**config.mk**
```make
export PLATFORM = sky130hd
export DESIGN_NAME = icmp_probe_reply_classifier
export DESIGN_NICKNAME = d
export VERILOG_FILES = /design/src/sv/iprc_pkg.sv /design/src/sv/iprc_capture.sv /design/src/sv/iprc_classify.sv /design/src/sv/icmp_probe_reply_classifier.sv
export VERILOG_INCLUDE_DIRS = /design/src /design/src/sv
export SDC_FILE = /design/constraint.sdc
export NUM_CORES = 1
export LEC_CHECK = 0
export CORE_MARGIN = 1.5
export CORE_UTILIZATION = 35
export CTS_CLUSTER_DIAMETER = 80
export DETAILED_ROUTE_END_ITERATION = 8
export DONT_BUFFER_PORTS = 1
export PLACE_DENSITY = 0.58
export SYNTH_ARGS = -nofsm -noshare
export SYNTH_HDL_FRONTEND = slang
export SYNTH_SLANG_ARGS = --single-unit
```
**constraint.sdc**
```tcl
create_clock -name clk_i -period 6.7 [get_ports clk_i]
set_input_delay 0 -clock clk_i [delete_from_list [all_inputs] [get_ports clk_i]]
set_output_delay 0 -clock clk_i [all_outputs]
set_load 0.1 [all_outputs]
```
**src/sv/icmp_probe_reply_classifier_assert.svh**
```systemverilog
// Assertion macros for the probe reply classifier.
`ifndef ICMP_PROBE_REPLY_CLASSIFIER_ASSERT_SVH
`define ICMP_PROBE_REPLY_CLASSIFIER_ASSERT_SVH

`ifndef ASSERT_OFF
`define IPRC_ASSERT_IMPL(label, clk, rst_n, lhs, rhs) \
  label: assert property (@(posedge clk) disable iff (!(rst_n)) (lhs) |-> (rhs)) \
    else $error("iprc assertion failed");
`define IPRC_ASSERT_NEXT(label, clk, rst_n, lhs, rhs) \
  label: assert property (@(posedge clk) disable iff (!(rst_n)) (lhs) |=> (rhs)) \
    else $error("iprc assertion failed");
`else
`define IPRC_ASSERT_IMPL(label, clk, rst_n, lhs, rhs)
`define IPRC_ASSERT_NEXT(label, clk, rst_n, lhs, rhs)
`endif

`endif

```
**src/sv/iprc_pkg.sv**
```systemverilog
package iprc_pkg;

  localparam int MaxPacketBytes = 2048;

  localparam int IdxW = 12;
  localparam logic [IdxW-1:0] IdxMax = '1;

  localparam logic [7:0] TYPE_TIME_EXCEEDED = 8'd11;
  localparam logic [7:0] CODE_IN_TRANSIT    = 8'd0;
  localparam logic [7:0] TYPE_UNREACHABLE   = 8'd3;
  localparam logic [7:0] CODE_PORT_UNREACH  = 8'd3;
  localparam logic [7:0] PROTO_UDP          = 8'd17;
  localparam logic [7:0] ICMP_HEAD_LEN      = 8'd8;
  localparam logic [7:0] IP_MIN_HDR_LEN     = 8'd20;

  localparam logic [1:0] VERDICT_NONE     = 2'd0;
  localparam logic [1:0] VERDICT_EXCEEDED = 2'd1;
  localparam logic [1:0] VERDICT_REACHED  = 2'd2;
  localparam logic [1:0] VERDICT_UNREACH  = 2'd3;

  localparam logic [1:0] REG_SOURCE_PORT    = 2'd0;
  localparam logic [1:0] REG_DEST_PORT_BASE = 2'd1;
  localparam logic [1:0] REG_PROBE_SEQUENCE = 2'd2;

  localparam logic [15:0] DEST_PORT_BASE_RST = 16'd33434;
  localparam logic [15:0] PROBE_SEQUENCE_RST = 16'd1;

  typedef struct packed {
    logic [IdxW-1:0] len;
    logic [5:0]      outer_hdr;
    logic [5:0]      inner_hdr;
    logic [7:0]      inner_proto;
    logic [7:0]      msg_type;
    logic [7:0]      msg_code;
    logic [15:0]     sport;
    logic [15:0]     dport;
  } capture_t;

  typedef struct packed {
    logic [15:0] source_port;
    logic [15:0] dest_port_base;
    logic [15:0] probe_sequence;
  } cfg_t;

endpackage

```
**src/sv/iprc_capture.sv**
```systemverilog
module iprc_capture #(
  parameter int MAX_PACKET_BYTES = iprc_pkg::MaxPacketBytes
) (
  input  logic                clk_i,
  input  logic                rst_ni,
  input  logic                step_i,
  input  logic [7:0]          byte_i,
  input  logic                last_i,
  output iprc_pkg::capture_t  cap_o
);

  localparam int IdxW = iprc_pkg::IdxW;

  logic [IdxW-1:0] idx_q, idx_d;
  logic [5:0]      outer_q, outer_d;
  logic [5:0]      inner_q, inner_d;
  logic [7:0]      proto_q, proto_d;
  logic [7:0]      type_q, type_d;
  logic [7:0]      code_q, code_d;
  logic [15:0]     sport_q, sport_d;
  logic [15:0]     dport_q, dport_d;

  logic            in_range;
  logic [IdxW-1:0] type_pos, inner_pos, ports_pos;

  always_comb begin
    in_range = (32'(idx_q) < MAX_PACKET_BYTES);

    outer_d = outer_q;
    if (in_range && idx_q == '0) begin
      outer_d = {byte_i[3:0], 2'b00};
    end
    type_pos = IdxW'(outer_d);
    type_d = type_q;
    code_d = code_q;
    if (in_range && idx_q == type_pos) type_d = byte_i;
    if (in_range && idx_q == type_pos + IdxW'(1)) code_d = byte_i;

    inner_pos = type_pos + IdxW'(iprc_pkg::ICMP_HEAD_LEN);
    inner_d = inner_q;
    if (in_range && idx_q == inner_pos) begin
      inner_d = {byte_i[3:0], 2'b00};
    end
    proto_d = proto_q;
    if (in_range && idx_q == inner_pos + IdxW'(9)) proto_d = byte_i;

    ports_pos = inner_pos + IdxW'(inner_d);
    sport_d = sport_q;
    dport_d = dport_q;
    if (in_range && idx_q == ports_pos)             sport_d[15:8] = byte_i;
    if (in_range && idx_q == ports_pos + IdxW'(1))  sport_d[7:0]  = byte_i;
    if (in_range && idx_q == ports_pos + IdxW'(2))  dport_d[15:8] = byte_i;
    if (in_range && idx_q == ports_pos + IdxW'(3))  dport_d[7:0]  = byte_i;

    idx_d = (idx_q == iprc_pkg::IdxMax) ? idx_q : idx_q + IdxW'(1);

    cap_o.len = (32'(idx_d) > MAX_PACKET_BYTES) ? IdxW'(MAX_PACKET_BYTES) : idx_d;
    cap_o.outer_hdr   = outer_d;
    cap_o.inner_hdr   = inner_d;
    cap_o.inner_proto = proto_d;
    cap_o.msg_type    = type_d;
    cap_o.msg_code    = code_d;
    cap_o.sport       = sport_d;
    cap_o.dport       = dport_d;
  end

  always_ff @(posedge clk_i or negedge rst_ni) begin
    if (!rst_ni) begin
      idx_q   <= '0;
      outer_q <= '0;
      inner_q <= '0;
      proto_q <= '0;
      type_q  <= '0;
      code_q  <= '0;
      sport_q <= '0;
      dport_q <= '0;
    end else if (step_i) begin
      if (last_i) begin
        idx_q   <= '0;
        outer_q <= '0;
        inner_q <= '0;
        proto_q <= '0;
        type_q  <= '0;
        code_q  <= '0;
        sport_q <= '0;
        dport_q <= '0;
      end else begin
        idx_q   <= idx_d;
        outer_q <= outer_d;
        inner_q <= inner_d;
        proto_q <= proto_d;
        type_q  <= type_d;
        code_q  <= code_d;
        sport_q <= sport_d;
        dport_q <= dport_d;
      end
    end
  end

endmodule

```
**src/sv/iprc_classify.sv**
```systemverilog
module iprc_classify (
  input  iprc_pkg::capture_t cap_i,
  input  iprc_pkg::cfg_t     cfg_i,
  output logic [1:0]         verdict_o
);

  localparam int IdxW = iprc_pkg::IdxW;

  logic [IdxW:0]   hdr_end;
  logic [IdxW-1:0] icmplen;
  logic [IdxW:0]   need_len;
  logic [15:0]     want_dport;
  logic            quoted_ok;
  logic            match;

  always_comb begin
    hdr_end    = (IdxW+1)'(cap_i.outer_hdr) + (IdxW+1)'(iprc_pkg::ICMP_HEAD_LEN);
    icmplen    = cap_i.len - IdxW'(cap_i.outer_hdr);
    need_len   = (IdxW+1)'(cap_i.inner_hdr) + (IdxW+1)'(iprc_pkg::ICMP_HEAD_LEN)
               + (IdxW+1)'(4);
    quoted_ok  = (icmplen >= IdxW'(iprc_pkg::ICMP_HEAD_LEN)
                            + IdxW'(iprc_pkg::IP_MIN_HDR_LEN))
              && ((IdxW+1)'(icmplen) >= need_len);
    want_dport = cfg_i.dest_port_base + cfg_i.probe_sequence;
    match      = quoted_ok && cap_i.inner_proto == iprc_pkg::PROTO_UDP
              && cap_i.sport == cfg_i.source_port && cap_i.dport == want_dport;

    verdict_o = iprc_pkg::VERDICT_NONE;
    if ((IdxW+1)'(cap_i.len) < hdr_end) begin
      verdict_o = iprc_pkg::VERDICT_NONE;
    end else if (cap_i.msg_type == iprc_pkg::TYPE_TIME_EXCEEDED
                 && cap_i.msg_code == iprc_pkg::CODE_IN_TRANSIT) begin
      verdict_o = match ? iprc_pkg::VERDICT_EXCEEDED : iprc_pkg::VERDICT_NONE;
    end else if (cap_i.msg_type == iprc_pkg::TYPE_UNREACHABLE && match) begin
      verdict_o = (cap_i.msg_code == iprc_pkg::CODE_PORT_UNREACH)
                ? iprc_pkg::VERDICT_REACHED : iprc_pkg::VERDICT_UNREACH;
    end
  end

endmodule

```
**src/sv/icmp_probe_reply_classifier.sv**
```systemverilog
// A last byte's verdict reaches m_axis via the input register and then the output register.
// Throughput: one packet byte per cycle; the input register stalls only when
// a last byte meets a verdict that is still held while m_axis_tready is low.
// Reset: asynchronous, active low; clears packet state, both pipeline valid
// flags and the config registers (source 0, port base 33434, sequence 1).
module icmp_probe_reply_classifier #(
  parameter int MAX_PACKET_BYTES = iprc_pkg::MaxPacketBytes
) (
  input  logic        clk_i,
  input  logic        rst_ni,
  input  logic        s_axis_tvalid,
  output logic        s_axis_tready,
  input  logic [7:0]  s_axis_tdata,   // packet_byte
  input  logic        s_axis_tlast,   // last_byte
  output logic        m_axis_tvalid,
  input  logic        m_axis_tready,
  output logic [23:0] m_axis_tdata,   // verdict[1:0], reply_code[9:2], reply_type[17:10], zeros
  input  logic        cfg_we_i,
  input  logic [1:0]  cfg_index_i,
  input  logic [15:0] cfg_wdata_i
);

  iprc_pkg::cfg_t     cfg_q;
  iprc_pkg::capture_t cap;

  logic       in_valid_q;
  logic [7:0] in_byte_q;
  logic       in_last_q;
  logic       advance;
  logic [1:0] verdict;

  logic        out_valid_q;
  logic [17:0] out_data_q;

  assign advance       = in_valid_q && (!in_last_q || !out_valid_q || m_axis_tready);
  assign s_axis_tready = !in_valid_q || advance;

  always_ff @(posedge clk_i or negedge rst_ni) begin
    if (!rst_ni) begin
      cfg_q.source_port    <= '0;
      cfg_q.dest_port_base <= iprc_pkg::DEST_PORT_BASE_RST;
      cfg_q.probe_sequence <= iprc_pkg::PROBE_SEQUENCE_RST;
    end else if (cfg_we_i) begin
      case (cfg_index_i)
        iprc_pkg::REG_SOURCE_PORT:    cfg_q.source_port    <= cfg_wdata_i;
        iprc_pkg::REG_DEST_PORT_BASE: cfg_q.dest_port_base <= cfg_wdata_i;
        iprc_pkg::REG_PROBE_SEQUENCE: cfg_q.probe_sequence <= cfg_wdata_i;
        default: ;
      endcase
    end
  end

  always_ff @(posedge clk_i or negedge rst_ni) begin
    if (!rst_ni) begin
      in_valid_q <= 1'b0;
    end else if (s_axis_tvalid && s_axis_tready) begin
      in_valid_q <= 1'b1;
    end else if (advance) begin
      in_valid_q <= 1'b0;
    end
  end

  always_ff @(posedge clk_i) begin
    if (s_axis_tvalid && s_axis_tready) begin
      in_byte_q <= s_axis_tdata;
      in_last_q <= s_axis_tlast;
    end
  end

  iprc_capture #(
    .MAX_PACKET_BYTES(MAX_PACKET_BYTES)
  ) u_capture (
    .clk_i  (clk_i),
    .rst_ni (rst_ni),
    .step_i (advance),
    .byte_i (in_byte_q),
    .last_i (in_last_q),
    .cap_o  (cap)
  );

  iprc_classify u_classify (
    .cap_i     (cap),
    .cfg_i     (cfg_q),
    .verdict_o (verdict)
  );

  always_ff @(posedge clk_i or negedge rst_ni) begin
    if (!rst_ni) begin
      out_valid_q <= 1'b0;
    end else if (advance && in_last_q) begin
      out_valid_q <= 1'b1;
    end else if (m_axis_tready) begin
      out_valid_q <= 1'b0;
    end
  end

  always_ff @(posedge clk_i) begin
    if (advance && in_last_q) begin
      out_data_q <= {cap.msg_type, cap.msg_code, verdict};
    end
  end

  assign m_axis_tvalid = out_valid_q;
  assign m_axis_tdata  = {6'b0, out_data_q};

`include "icmp_probe_reply_classifier_assert.svh"

  `IPRC_ASSERT_IMPL(a_mid_byte_flows, clk_i, rst_ni, in_valid_q && !in_last_q, advance)
  `IPRC_ASSERT_NEXT(a_last_gives_result, clk_i, rst_ni, advance && in_last_q, m_axis_tvalid)
  `IPRC_ASSERT_IMPL(a_reached_is_unreach, clk_i, rst_ni,
    m_axis_tvalid && m_axis_tdata[1:0] == iprc_pkg::VERDICT_REACHED,
    m_axis_tdata[17:10] == iprc_pkg::TYPE_UNREACHABLE
    && m_axis_tdata[9:2] == iprc_pkg::CODE_PORT_UNREACH)
  `IPRC_ASSERT_IMPL(a_exceeded_type, clk_i, rst_ni,
    m_axis_tvalid && m_axis_tdata[1:0] == iprc_pkg::VERDICT_EXCEEDED,
    m_axis_tdata[17:10] == iprc_pkg::TYPE_TIME_EXCEEDED
    && m_axis_tdata[9:2] == iprc_pkg::CODE_IN_TRANSIT)

endmodule
```
* Yosys cells after proc, flatten, opt, wreduce, memory -nomap -nowiden *
Index checks and enable logic that the tools add are counted.
Widths: inputs -> output; s select.

storage, ports and cells
  output and inout bits = 26
  input port bits = 32
  logic and storage cells = 111
  register bits after elaboration = 157

operators by class
  add/sub/neg operators = 13
  equal/unequal tests = 17
  order comparisons = 5
  reductions and logical operators = 32
  muxes and demuxes = 27

operators by type and width
  cell                   count
  $eq 12x12->1           7
  $mux 8                 10
  $mux 12                3
  $eq 16x16->1           2
  $mux 16                2
  $add 12x1->12 const B  2
  $add 12x2->12 const B  2
  $mux 6                 4
  $add 6x4->7 const B    3
  $logic_and 1x1->1      18
  $add 16x16->16         1
  $eq 8x2->1 const B     2
  $add 13x3->13 const B  1
  $ge 12x13->1           1
  $lt 12x13->1           1
  $add 12x4->12 const B  1
  $add 12x6->12          1
  $eq 12x12->1 const B   1
  $eq 12x6->1            1
  $ge 12x5->1 const B    1
  $gt 12x12->1 const B   1
  $logic_not 12->1       1
  $lt 12x12->1 const B   1
  $sub 12x6->12          1
  other kinds (13)       26

* Logic depth before layout (Yosys ltp) *
Gate-level depths: netlist (run 1).

  depth in word-level cells = 18
  depth in mapped cells = 32
  mapped depth without buffers = 28

* Modules after synthesis *
Synthesis (run 1) repeated with hierarchy kept, for this count alone.

unflattened totals
  cells, all modules = 1168
  area, all modules = 11375.9 um2

by module, submodules not included
  module                       cells an instance  times used  area each (um2)
  iprc_capture                 756                1           6590.1
  icmp_probe_reply_classifier  146                1           2782.7
  iprc_classify                266                1           2003.2

* Worst setup path before layout (run 1) *
Ideal clock, no wire load.

  path type = register to register
  start = register u_capture.idx_q[1]
  end = register out_data_q[0] (data pin)
  data required time = 6.524 ns
  arrival = 7.215 ns
  slack = -0.691 ns
  clock period less this slack = 7.391 ns
  library setup time = 0.176 ns
  buffers on the path = 4
  stages on the path, launching flop included = 31
  cells stage by stage = dfrtp_1 > clkbuf_1 > inv_1 > ha_1 > or4b_4 > nor4_4 > mux2i_1 > ha_1 > a21oi_1 > o21ai_0 > or4_1 > clkbuf_1 > and2_1 > ha_1 > inv_1 > fa_1 > inv_1 > ha_1 > clkbuf_1 > and2_1 > nand2_1 > a311oi_1 > nand3_1 > a311o_1 > a2111o_1 > buf_4 > mux2i_1 > o22ai_1 > a2111oi_2 > nand4_1 > nor4_1

on the way
  cells in the longest elaborated chain, start to end = 18
  elaborated cells between the ends (all ways) = 64
  classes of those cells = add/sub: 12; order compare: 5; eq/ne: 15; mux: 15; reduce/logical: 17

RTL lines
  what                                              line                                     text
  start, declared                                   iprc_capture.sv:14                       logic [IdxW-1:0] idx_q, idx_d;
  start signal, assigned                            iprc_capture.sv:88                       idx_q <= idx_d;
  $lt 12x12->1 or $logic_not 12->1 (tied branches)  iprc_capture.sv:27, iprc_capture.sv:30
  $logic_and 1x1->1                                 iprc_capture.sv:30                       if (in_range && idx_q == '0) begin
  $mux 6                                            iprc_capture.sv:30
  $add 6x4->7                                       iprc_capture.sv:39, iprc_classify.sv:17
  $eq 12x12->1                                      iprc_capture.sv:41                       if (in_range && idx_q == inner_pos) begin
  $logic_and 1x1->1                                 iprc_capture.sv:41
  $mux 6                                            iprc_capture.sv:41
  $add 12x6->12                                     iprc_capture.sv:47                       ports_pos = inner_pos + IdxW'(inner_d);
  $add 12x1->12                                     iprc_capture.sv:51                       if (in_range && idx_q == ports_pos + IdxW'(1)) sport_d[7:0] = byte_i;
  $eq 12x12->1                                      iprc_capture.sv:51
  $logic_and 1x1->1                                 iprc_capture.sv:51
  $mux 8                                            iprc_capture.sv:51
  $eq 16x16->1                                      iprc_classify.sv:26                      && cap_i.sport == cfg_i.source_port && cap_i.dport == want_dport;
  $logic_and 1x1->1 (2 in series)                   iprc_classify.sv:26
  $logic_and 1x1->1                                 iprc_classify.sv:34                      end else if (cap_i.msg_type == iprc_pkg::TYPE_UNREACHABLE && match) begin
  $mux 2                                            iprc_classify.sv:34
  $mux 2                                            iprc_classify.sv:31                      end else if (cap_i.msg_type == iprc_pkg::TYPE_TIME_EXCEEDED
  end signal, assigned                              icmp_probe_reply_classifier.sv:99        out_data_q <= {cap.msg_type, cap.msg_code, verdict};
  end, declared                                     icmp_probe_reply_classifier.sv:33        logic [17:0] out_data_q;

Several ways; a longest one is shown, not always the timed one.
A chain may end at the register's enable or synchronous reset.

* Worst setup path in the final report (run 1) *
  start = register u_capture.idx_q[0]
  end = register out_data_q[0] (data pin)

The elaborated chain is that of the path after synthesis.

==> results.toml, run 1 <==
[sta]
slew_viol_final = 0
setup_ws_ns = -0.0745
hold_viol = 0
finalCritPeriodShare_pct = 101
worst_pin_slew_ns = 1.08
max_freq_mhz = 148
setup_viol = 2
fin_crit_ns = 6.77
clock_skew_ns = 0.0168
slew_headroom_pct = 27.7
rsz0062_at_grt = "true"

[place]
gp_congestion = 0.937
place_ws_ns = -0.182
placed_cells = 1578
placement.io_buffers = 0
dpl.hpwl_um = 24400

[critical_path]
worstPathRequired_ns = 6.94
cpMaxStageDelayCell = "or4_4"
crit_type = "reg -> reg"
slowest_delay_ns = 0.59
r2r-start = "u_capture.idx_q[0]$_DFFE_PN0P_"
reg2reg_depth = 27
r2r_end = "out_data_q[0]$_SDFFCE_PP0P_"
critical_path_peak_fanout = 6
critPathLaunchType = "flip-flop"
cp-end-kind = "flip-flop"
r2r_slack_ns = -0.07
cp.arrival_ns = 7.01

[pwr]
pwr-share-comb_pct = 46.7
internal_power_w = 0.00258
p_sw_w = 0.00170
swShare_pct = 39.7
power.density_mw_per_mm2 = 327
leakagePower_nw = 5.67
pwr-share-clk_pct = 23.5
pwr-share-seq_pct = 29.8
ir_worst_vdd_uv = 174

[grt]
grt_usage_pct = 20.1
grt_pass1_vias = 9199
overflow = 0
antenna_found_initial = 0
grt_max_degree = 131
grt_pass1_wl_um = 51400

[clock_tree]
clk_pin_slew_ns = 0.06
clock_latency_ns = 0.43
ctsHtreeMaxLevel = 4
cts_tree = "yes"
cts_buffer_depth = 2
cts_buffers = 17
cts_root_buf = "clkbuf_16"
cts_num_sinks = 157

[min_path]
hold_start = "cfg_index_i[1]"
hold_depth = 3
hp-class = "in -> reg"
worstHoldEndpoint = "cfg_q[41]$_DFFE_PN0P_"

[synth]
synthCells = 1142
yosys-top-cells-count = "dfrtp_1, nand2_1, o21ai_0, mux2_2"
synth_most_common_cell = "dfrtp_1"
ys_warn_count = 0
ys_seq_elements = 157
async_flop_share_pct = 82.8
yosysUniqueCellTypes = 99
synth_edf_count = 27
yosysTopAreaCellShare_pct = 28.1
yosysSeqAreaShare_pct = 37.1
synth_area_leaders = "dfrtp_1, edfxtp_1, mux2_2, ha_1, o21ai_0"
synth_flop_cell = "dfrtp_1"
synth.largest_area_cell = "dfrtp_1"
syn_area_mm2 = 0.0110
avgSynthCellArea_um2 = 9.60

[detailed_routing]
wl_um = 32700
drtIter0Drc = 732
vias = 9386
drc = 4
viasPerCell = 5.67
wire_per_inst_um = 19.8
drtPass1Iterations = 7
drtAntennaViolNets = 0

[die]
dieArea_mm2 = 0.0324
core_area_mm2 = 0.0307
die_h_um = 180
die_w_um = 180
placementRows = 64
start_util_pct = 35.7
io_pins = 58

[finish]
synthToLayoutAreaGrowth_pct = 19.6
final_cells = 1654
nets = 1333
drive_gt1_share_pct = 21.6
n_antenna_cell = 0

[job]
maxCapViolCount = 0

[outcome]
violations = "design-rule violations, negative setup slack"
outcome = "complete, but fails checks"
[registers in the layout (all words and copies together) (netlist names)]
| signal | flops |
|---|---|
| cfg_q | 48 |
| out_data_q | 18 |
| u_capture.dport_q | 16 |
| u_capture.sport_q | 16 |
| u_capture.idx_q | 12 |
| in_byte_q | 8 |
| u_capture.code_q | 8 |
| u_capture.proto_q | 8 |
| u_capture.type_q | 8 |
| u_capture.inner_q | 6 |
| u_capture.outer_q | 6 |
| in_last_q | 1 |
| in_valid_q | 1 |
| m_axis_tvalid | 1 |
[stage by stage]
stage / util (%) / cell area, um^2 / setup TNS (ns) / hold slack [ns] / power (W)
6_report: 42.7 / 13100 / -0.0957 / 0.0170 / 0.00428
5_1_grt: 42.7 / 13100 / -0.479 / 0.0366 / 0.00452
4_1_cts: 42.1 / 12900 / 0 / 0.00285 / 0.00423
3_5_place_dp: 38.9 / 12000 / -0.315 / -0.292 / 0.00316
3_3_place_gp: 38.9 / 12000 / -0.0522 / -0.292 / 0.00315
2_1_floorplan: - / 11100 / -0.126 / -0.296 / 0.00257
[per-layer routing]
| metal | up-vias | global-route usage [%] | wire length, um | share of wire (%) |
|---|---|---|---|---|
| met1 | 4612 | 26.9 | 14500 | 44 |
| met3 | 59 | 3.16 | 1610 | 4.9 |
| met5 | - | 0 | 0 | 0 |
| li1 | 4432 | - | - | - |
| met4 | 0 | 6.54 | 833 | 2.5 |
| met2 | 283 | 33.4 | 15800 | 48 |
[cells by family after synthesis]
group,Yosys count,synth area share [%]
buffers and inverters,114,4.42
flip-flops,157,37.1
AND/OR/NAND/NOR,331,16.2
adder cells (fa/ha/maj),56,6.60
AO/OA/AOI/OAI,309,19.1
multiplexers,100,9.92
XOR/XNOR,74,6.55
other,1,0.0342
[repair_timing]
action                                  CTS  global route
hold buffers                             34             0
gates resized for setup                   2            17
endpoints found under the setup margin    2             2
pin swaps                                 1            17
buffers inserted                          1             9
endpoints found under the hold margin   189             0
[worst max-delay path by stage]
stage | cells after the start | startpoint | to
after global routing | 27 | u_capture.idx_q[0]$_DFFE_PN0P_ | out_data_q[0]$_SDFFCE_PP0P_
after global placement | 26 | u_capture.idx_q[0]$_DFFE_PN0P_ | out_data_q[1]$_SDFFCE_PP0P_
after CTS | 28 | u_capture.idx_q[1]$_DFFE_PN0P_ | out_data_q[0]$_SDFFCE_PP0P_
after detailed placement | 26 | u_capture.idx_q[0]$_DFFE_PN0P_ | out_data_q[0]$_SDFFCE_PP0P_
after floorplan | 30 | u_capture.idx_q[1]$_DFFE_PN0P_ | out_data_q[0]$_SDFFCE_PP0P_
final | 27 | u_capture.idx_q[0]$_DFFE_PN0P_ | out_data_q[0]$_SDFFCE_PP0P_
[layout by cell type, fill, tap and decap left out, types with 8 or more instances in the layout]
| cell | n |
|---|---|
| ha_1 | 49 |
| xor2_1 | 21 |
| nor3_1 | 22 |
| o21ai_1 | 14 |
| dlygate4sd3_1 | 33 |
| o22ai_1 | 13 |
| a21o_1 | 14 |
| and2_1 | 16 |
| nand3_1 | 20 |
| dfrtp_1 | 123 |
| mux2i_1 | 29 |
| xnor2_1 | 46 |
| inv_1 | 49 |
| mux2_2 | 68 |
| a22o_1 | 15 |
| edfxtp_1 | 27 |
| nand2b_1 | 17 |
| nor2_1 | 43 |
| nand2_1 | 109 |
| o21a_1 | 9 |
| or2_2 | 8 |
| nand4_1 | 13 |
| buf_4 | 102 |
| o21ai_0 | 92 |
| clkbuf_16 | 19 |
| a21oi_1 | 46 |
| nor4_1 | 23 |
[cell type report]
type / instances / area (um^2)
clock buffer: 20 / 479
clock inverter: 12 / 135
fill: 3028 / 17600
inverter: 56 / 213
multi-input combinational: 876 / 6590
sequential: 157 / 4070
tap: 396 / 495
timing repair buffer: 137 / 1130
[critical path, delay by kind of cell (launching register included)]
family | cells | cell delay (ns)
DFF | 1 | 0.38
AOI/OAI and AO/OA | 7 | 1.67
buffers and inverters | 4 | 0.40
and+or+nand+nor | 9 | 2.38
adders and majority gates | 5 | 1.22
muxes | 2 | 0.54
[power by group through the flow]
| stage | clock network [W] | registers [W] | logic [W] |
|---|---|---|---|
| floorplan | 0 | 0.00126 | 0.00131 |
| global placement | 0 | 0.00129 | 0.00186 |
| detailed placement | 0 | 0.00129 | 0.00187 |
| CTS | 0.00102 | 0.00127 | 0.00193 |
| global route | 0.00106 | 0.00129 | 0.00218 |
| finish | 0.00101 | 0.00127 | 0.00200 |
Power figures use the tool's default switching activity.
==> run 2: changes to the inputs <==
PLACE_DENSITY = 0.56   (was 0.58)
clock period = 8.01 ns   (was 6.7 ns; I/O delays follow)
==> results.toml, run 2 (synthesis gave the netlist of run 1 again) <==
[critical_path]
worstPathRequired_ns = 8.26
critical_path_peak_fanout = 10
r2r-start = "u_capture.idx_q[0]$_DFFE_PN0P_"
r2r_end = "out_data_q[0]$_SDFFCE_PP0P_"
r2r_slack_ns = 0.46
crit_start = "u_capture.idx_q[0]$_DFFE_PN0P_"
worstSetupEndpoint = "out_data_q[0]$_SDFFCE_PP0P_"
path_buf_inv = 3
cp.arrival_ns = 7.80
cp-end-kind = "flip-flop"
critPathTopFamily = "simple AND/OR/NAND/NOR gates"
cp.depth = 26
cpMaxStageDelayCell = "or4_4"
reg2reg_depth = 26
slowest_delay_ns = 0.62
critPathLaunchType = "flip-flop"
crit_type = "reg -> reg"

[sta]
setup_viol = 0
holdWs_ns = 0.0202
slew_headroom_pct = 31.6
worst_pin_slew_ns = 1.02
setup_tns_ns = 0
slew_viol_final = 0
fin_crit_ns = 7.55
max_freq_mhz = 132
clock_skew_ns = 0.0131
finalCritPeriodShare_pct = 94.3
hold_viol = 0

[place]
dpl.hpwl_um = 24300
placement.io_buffers = 0
gp_congestion = 0.933

[clock_tree]
ctsHtreeMaxLevel = 4
cts_root_buf = "clkbuf_16"
clk_pin_slew_ns = 0.07
cts_tree = "yes"
cts_buffer_depth = 2
cts_num_sinks = 157
postCtsSetupRepairBufs = 0
clock_latency_ns = 0.43
cts_buffers = 17

[grt]
grt_pass1_vias = 9028
antenna_found_initial = 0
grt_pass1_wl_um = 53200
grt_max_degree = 131
overflow = 0
grt_usage_pct = 20.9

[die]
placementRows = 64
die_w_um = 180
start_util_pct = 35.7
io_pins = 58
core_area_mm2 = 0.0307
dieArea_mm2 = 0.0324
die_h_um = 180

[finish]
drive_gt1_share_pct = 14.8
top_regs = "cfg_q (48), out_data_q (18)"
fillCellCount = 3102
final_cell_mix = "dfrtp_1, nand2_1, o21ai_0, mux2_2, inv_1"
synthToLayoutAreaGrowth_pct = 13.1
largest-register = "cfg_q"
nets = 1254
n_antenna_cell = 0
final_common_cell = "dfrtp_1"
largest_reg_flops = 48

[pwr]
leakagePower_nw = 5.28
power.density_mw_per_mm2 = 275
ir_worst_vdd_uv = 132

[detailed_routing]
wl_um = 33300
drtAntennaViolNets = 0
drtPass1Iterations = 9
drc = 1
wire_per_inst_um = 21.2
vias = 9156
drtIter0Drc = 873
viasPerCell = 5.81

[job]
maxCapViolCount = 0

[outcome]
outcome = "complete, but fails checks"
violations = "design-rule violations"

[min_path]
hp-class = "in -> reg"
-- run 2: worst min path at each step --
stage / cells after the start / slack, ns / from / end
global placement: 0 / -0.29 / rst_ni / cfg_q[26]$_DFFE_PN0P_
finish: 3 / 0.02 / cfg_index_i[1] / cfg_q[41]$_DFFE_PN0P_
CTS: 3 / 0.004 / cfg_index_i[1] / cfg_q[41]$_DFFE_PN0P_
detailed placement: 0 / -0.29 / rst_ni / cfg_q[26]$_DFFE_PN0P_
floorplan: 0 / -0.30 / rst_ni / cfg_q[10]$_DFFE_PN0P_
global route: 3 / 0.02 / cfg_index_i[1] / cfg_q[41]$_DFFE_PN0P_
-- run 2: cell type report --
type	count	area (um^2)	share of cell area (%)
clock buffer	21	504	4.06
inverter	56	210	1.69
multi-input combinational	876	6460	52.0
timing repair buffer	58	533	4.30
tap	396	495	3.99
sequential	157	4070	32.8
clock inverter	11	133	1.07
-- run 2: timing repair --
action / in CTS / in global routing
resized for setup: 0 / 5
hold endpoints to repair: 189 / 0
endpoints found under the setup margin: 0 / 2
hold buffers: 32 / 0
-- run 2: stage by stage --
step                      cells  setup WS (ns)  util, %  total power, W  area, um^2
after floorplan            1147          0.619        -         0.00214       11000
after global placement     1511          0.422     37.1         0.00249       11400
after detailed placement   1511          0.206     37.1         0.00249       11400
after CTS                  1575          0.147     40.3         0.00341       12400
after global routing       1575       -0.00112     40.3         0.00362       12400
final                      1575          0.459     40.3         0.00342       12400
-- run 2: metal layers --
layer	track usage, %	wire length, um
met1	28.5	15100
met2	34.9	16000
met3	2.63	1570
met4	5.86	627
met5	0	0
-- run 2: report_power, final --
| group | internal (W) | leakage [nW] | switching [W] | total (W) |
|---|---|---|---|---|
| combinational | 0.000608 | 3.02 | 0.000865 | 0.00147 |
| clock | 0.000499 | 0.313 | 0.000381 | 0.000880 |
| sequential | 0.000917 | 1.96 | 0.000146 | 0.00106 |
| total | 0.00202 | 5.28 | 0.00139 | 0.00342 |
-- run 2: worst min-delay path, delay by kind of cell --
family,cells,cell delay (ns)
buffers and inverters,1,0.21
and+or+nand+nor,1,0.02
AOI/OAI and AO/OA,1,0.17
==> run 3: changes to the inputs <==
HOLD_SLACK_MARGIN = 0.03   (was not set)
SETUP_SLACK_MARGIN = 0.5   (was not set)
==> results.toml, run 3 (synthesis gave the netlist of run 1 again) <==
[outcome]
outcome = "complete, but fails checks"
violations = "design-rule violations"

[die]
io_pins = 58
die_h_um = 180
die_w_um = 180
placementRows = 64
start_util_pct = 35.7
core_area_mm2 = 0.0307
dieArea_mm2 = 0.0324

[sta]
setup_tns_ns = 0
rsz0062_at_grt = "false"
setup_viol = 0
worst_pin_slew_ns = 1.01
max_freq_mhz = 137
finalCritPeriodShare_pct = 91.4
slew_headroom_pct = 32.9
slew_viol_final = 0
hold_viol = 0
clock_skew_ns = 0.0152
fin_crit_ns = 7.32

[place]
placed_area_mm2 = 0.0114
gp_congestion = 0.933
dpl.hpwl_um = 24300
placement.io_buffers = 0

[detailed_routing]
wire_per_inst_um = 21.1
drtAntennaViolNets = 0
viasPerCell = 5.87
drtPass1Iterations = 9
drtIter0Drc = 917
vias = 9331
wl_um = 33600
drc = 1

[pwr]
leakagePower_nw = 5.34
ir_worst_vdd_uv = 133
power.density_mw_per_mm2 = 275

[critical_path]
crit_type = "reg -> reg"
cp-end-kind = "flip-flop"
r2r_slack_ns = 0.69
critPathLaunchType = "flip-flop"
r2r-start = "u_capture.idx_q[10]$_DFFE_PN0P_"
cp.arrival_ns = 7.57
r2r_end = "out_data_q[0]$_SDFFCE_PP0P_"
worstPathRequired_ns = 8.26
critical_path_peak_fanout = 8
reg2reg_depth = 24

[min_path]
worstHoldEndpoint = "cfg_q[34]$_DFFE_PN0P_"
hold_depth = 3
hold_start = "cfg_index_i[1]"
hp-class = "in -> reg"

[finish]
top_regs = "cfg_q (48), out_data_q (18)"
design_area_mm2 = 0.0126
largest-register = "cfg_q"
final_common_cell = "dfrtp_1"
synthToLayoutAreaGrowth_pct = 15.1
n_antenna_cell = 0
nets = 1268
drive_gt1_share_pct = 16.8
largest_reg_flops = 48
fin_util_pct = 41.0
final_cell_mix = "dfrtp_1, nand2_1, o21ai_0, mux2_2, ha_1"

[job]
maxCapViolCount = 0

[grt]
grt_max_degree = 131
grt_pass1_wl_um = 53300
grt_pass1_vias = 9085
grt_usage_pct = 21.0
antenna_found_initial = 0
overflow = 0

[clock_tree]
cts_tree = "yes"
cts_root_buf = "clkbuf_16"
clock_latency_ns = 0.44
cts_buffer_depth = 2
ctsHtreeMaxLevel = 4
cts_num_sinks = 157
cts_buffers = 17
clk_pin_slew_ns = 0.07
## run 3: cell count changes in the layout (fill, tap and decap cells not counted), sizes merged
cell	before	now
dlygate4sd3	31	36
buf	27	35
clkbuf	21	22
## run 3: per-layer routing
metal,part of all wire (%),global-route usage [%],wire length (um),up-vias
li1,-,-,-,4288
met1,44,28.3,14800,4616
met2,47,35.1,15900,366
met3,6.2,2.96,2080,61
met4,2.4,6.07,810,0
met5,0,0,0,-
## run 3: area by class of cell
type / instances / area, um^2
multi-input cells: 876 / 6550
repair buffers: 72 / 648
inverters: 56 / 210
clock inverters: 11 / 133
well taps: 396 / 495
clock buffers: 21 / 504
fillers: 3078 / 18100
flip-flops and latches: 157 / 4070
## run 3: worst max path at each step
stage	startpoint	endpoint	slack (ns)	cells past startpoint
floorplan	u_capture.idx_q[1]$_DFFE_PN0P_	out_data_q[0]$_SDFFCE_PP0P_	0.62	30
global placement	u_capture.idx_q[0]$_DFFE_PN0P_	out_data_q[1]$_SDFFCE_PP0P_	0.42	26
detailed placement	u_capture.idx_q[9]$_DFFE_PN0P_	out_data_q[1]$_SDFFCE_PP0P_	0.21	25
CTS	u_capture.idx_q[0]$_DFFE_PN0P_	out_data_q[1]$_SDFFCE_PP0P_	0.51	27
global route	u_capture.idx_q[0]$_DFFE_PN0P_	out_data_q[0]$_SDFFCE_PP0P_	0.40	26
finish	u_capture.idx_q[10]$_DFFE_PN0P_	out_data_q[0]$_SDFFCE_PP0P_	0.69	24
## run 3: where the power goes
group	switching (W)	internal (W)
Sequential	0.000147	0.000917
Combinational	0.000889	0.000631
Clock	0.000381	0.000499
Total	0.00142	0.00205
## run 3: stage by stage
step	power, W	worst slack (ns)	hold WS [ns]	cells
6_report	0.00346	0.686	0.0663	1589
5_1_grt	0.00367	0.400	0.0645	1589
4_1_cts	0.00342	0.514	0.0573	1580
3_5_place_dp	0.00249	0.206	-0.292	1511
3_3_place_gp	0.00249	0.422	-0.292	1511
2_1_floorplan	0.00214	0.619	-0.296	1147
## run 3: what timing repair did
action	in CTS	in global routing
buffers inserted	0	9
gates cloned	0	0
gates resized for setup	4	22
hold endpoints to repair	189	0
endpoints found under the setup margin	2	2
pin swaps	0	14
hold buffers	37	0
## run 3: critical path: stages (launching register included)
cell,delay (ns)
dfrtp_1,0.46
or4_4,0.62
nor4_4,0.39
mux2i_4,0.37
ha_4,0.26
a21oi_1,0.13
o21ai_0,0.09
or4_4,0.57
and2_1,0.22
ha_1,0.21
inv_1,0.09
fa_2,0.49
inv_2,0.11
ha_1,0.19
and2_1,0.18
nand2_1,0.09
a311oi_2,0.38
nand3_1,0.12
a311o_1,0.36
a2111o_2,0.59
clkbuf_2,0.19
o211a_2,0.26
a211oi_1,0.21
nand4_1,0.21
nor4_2,0.33
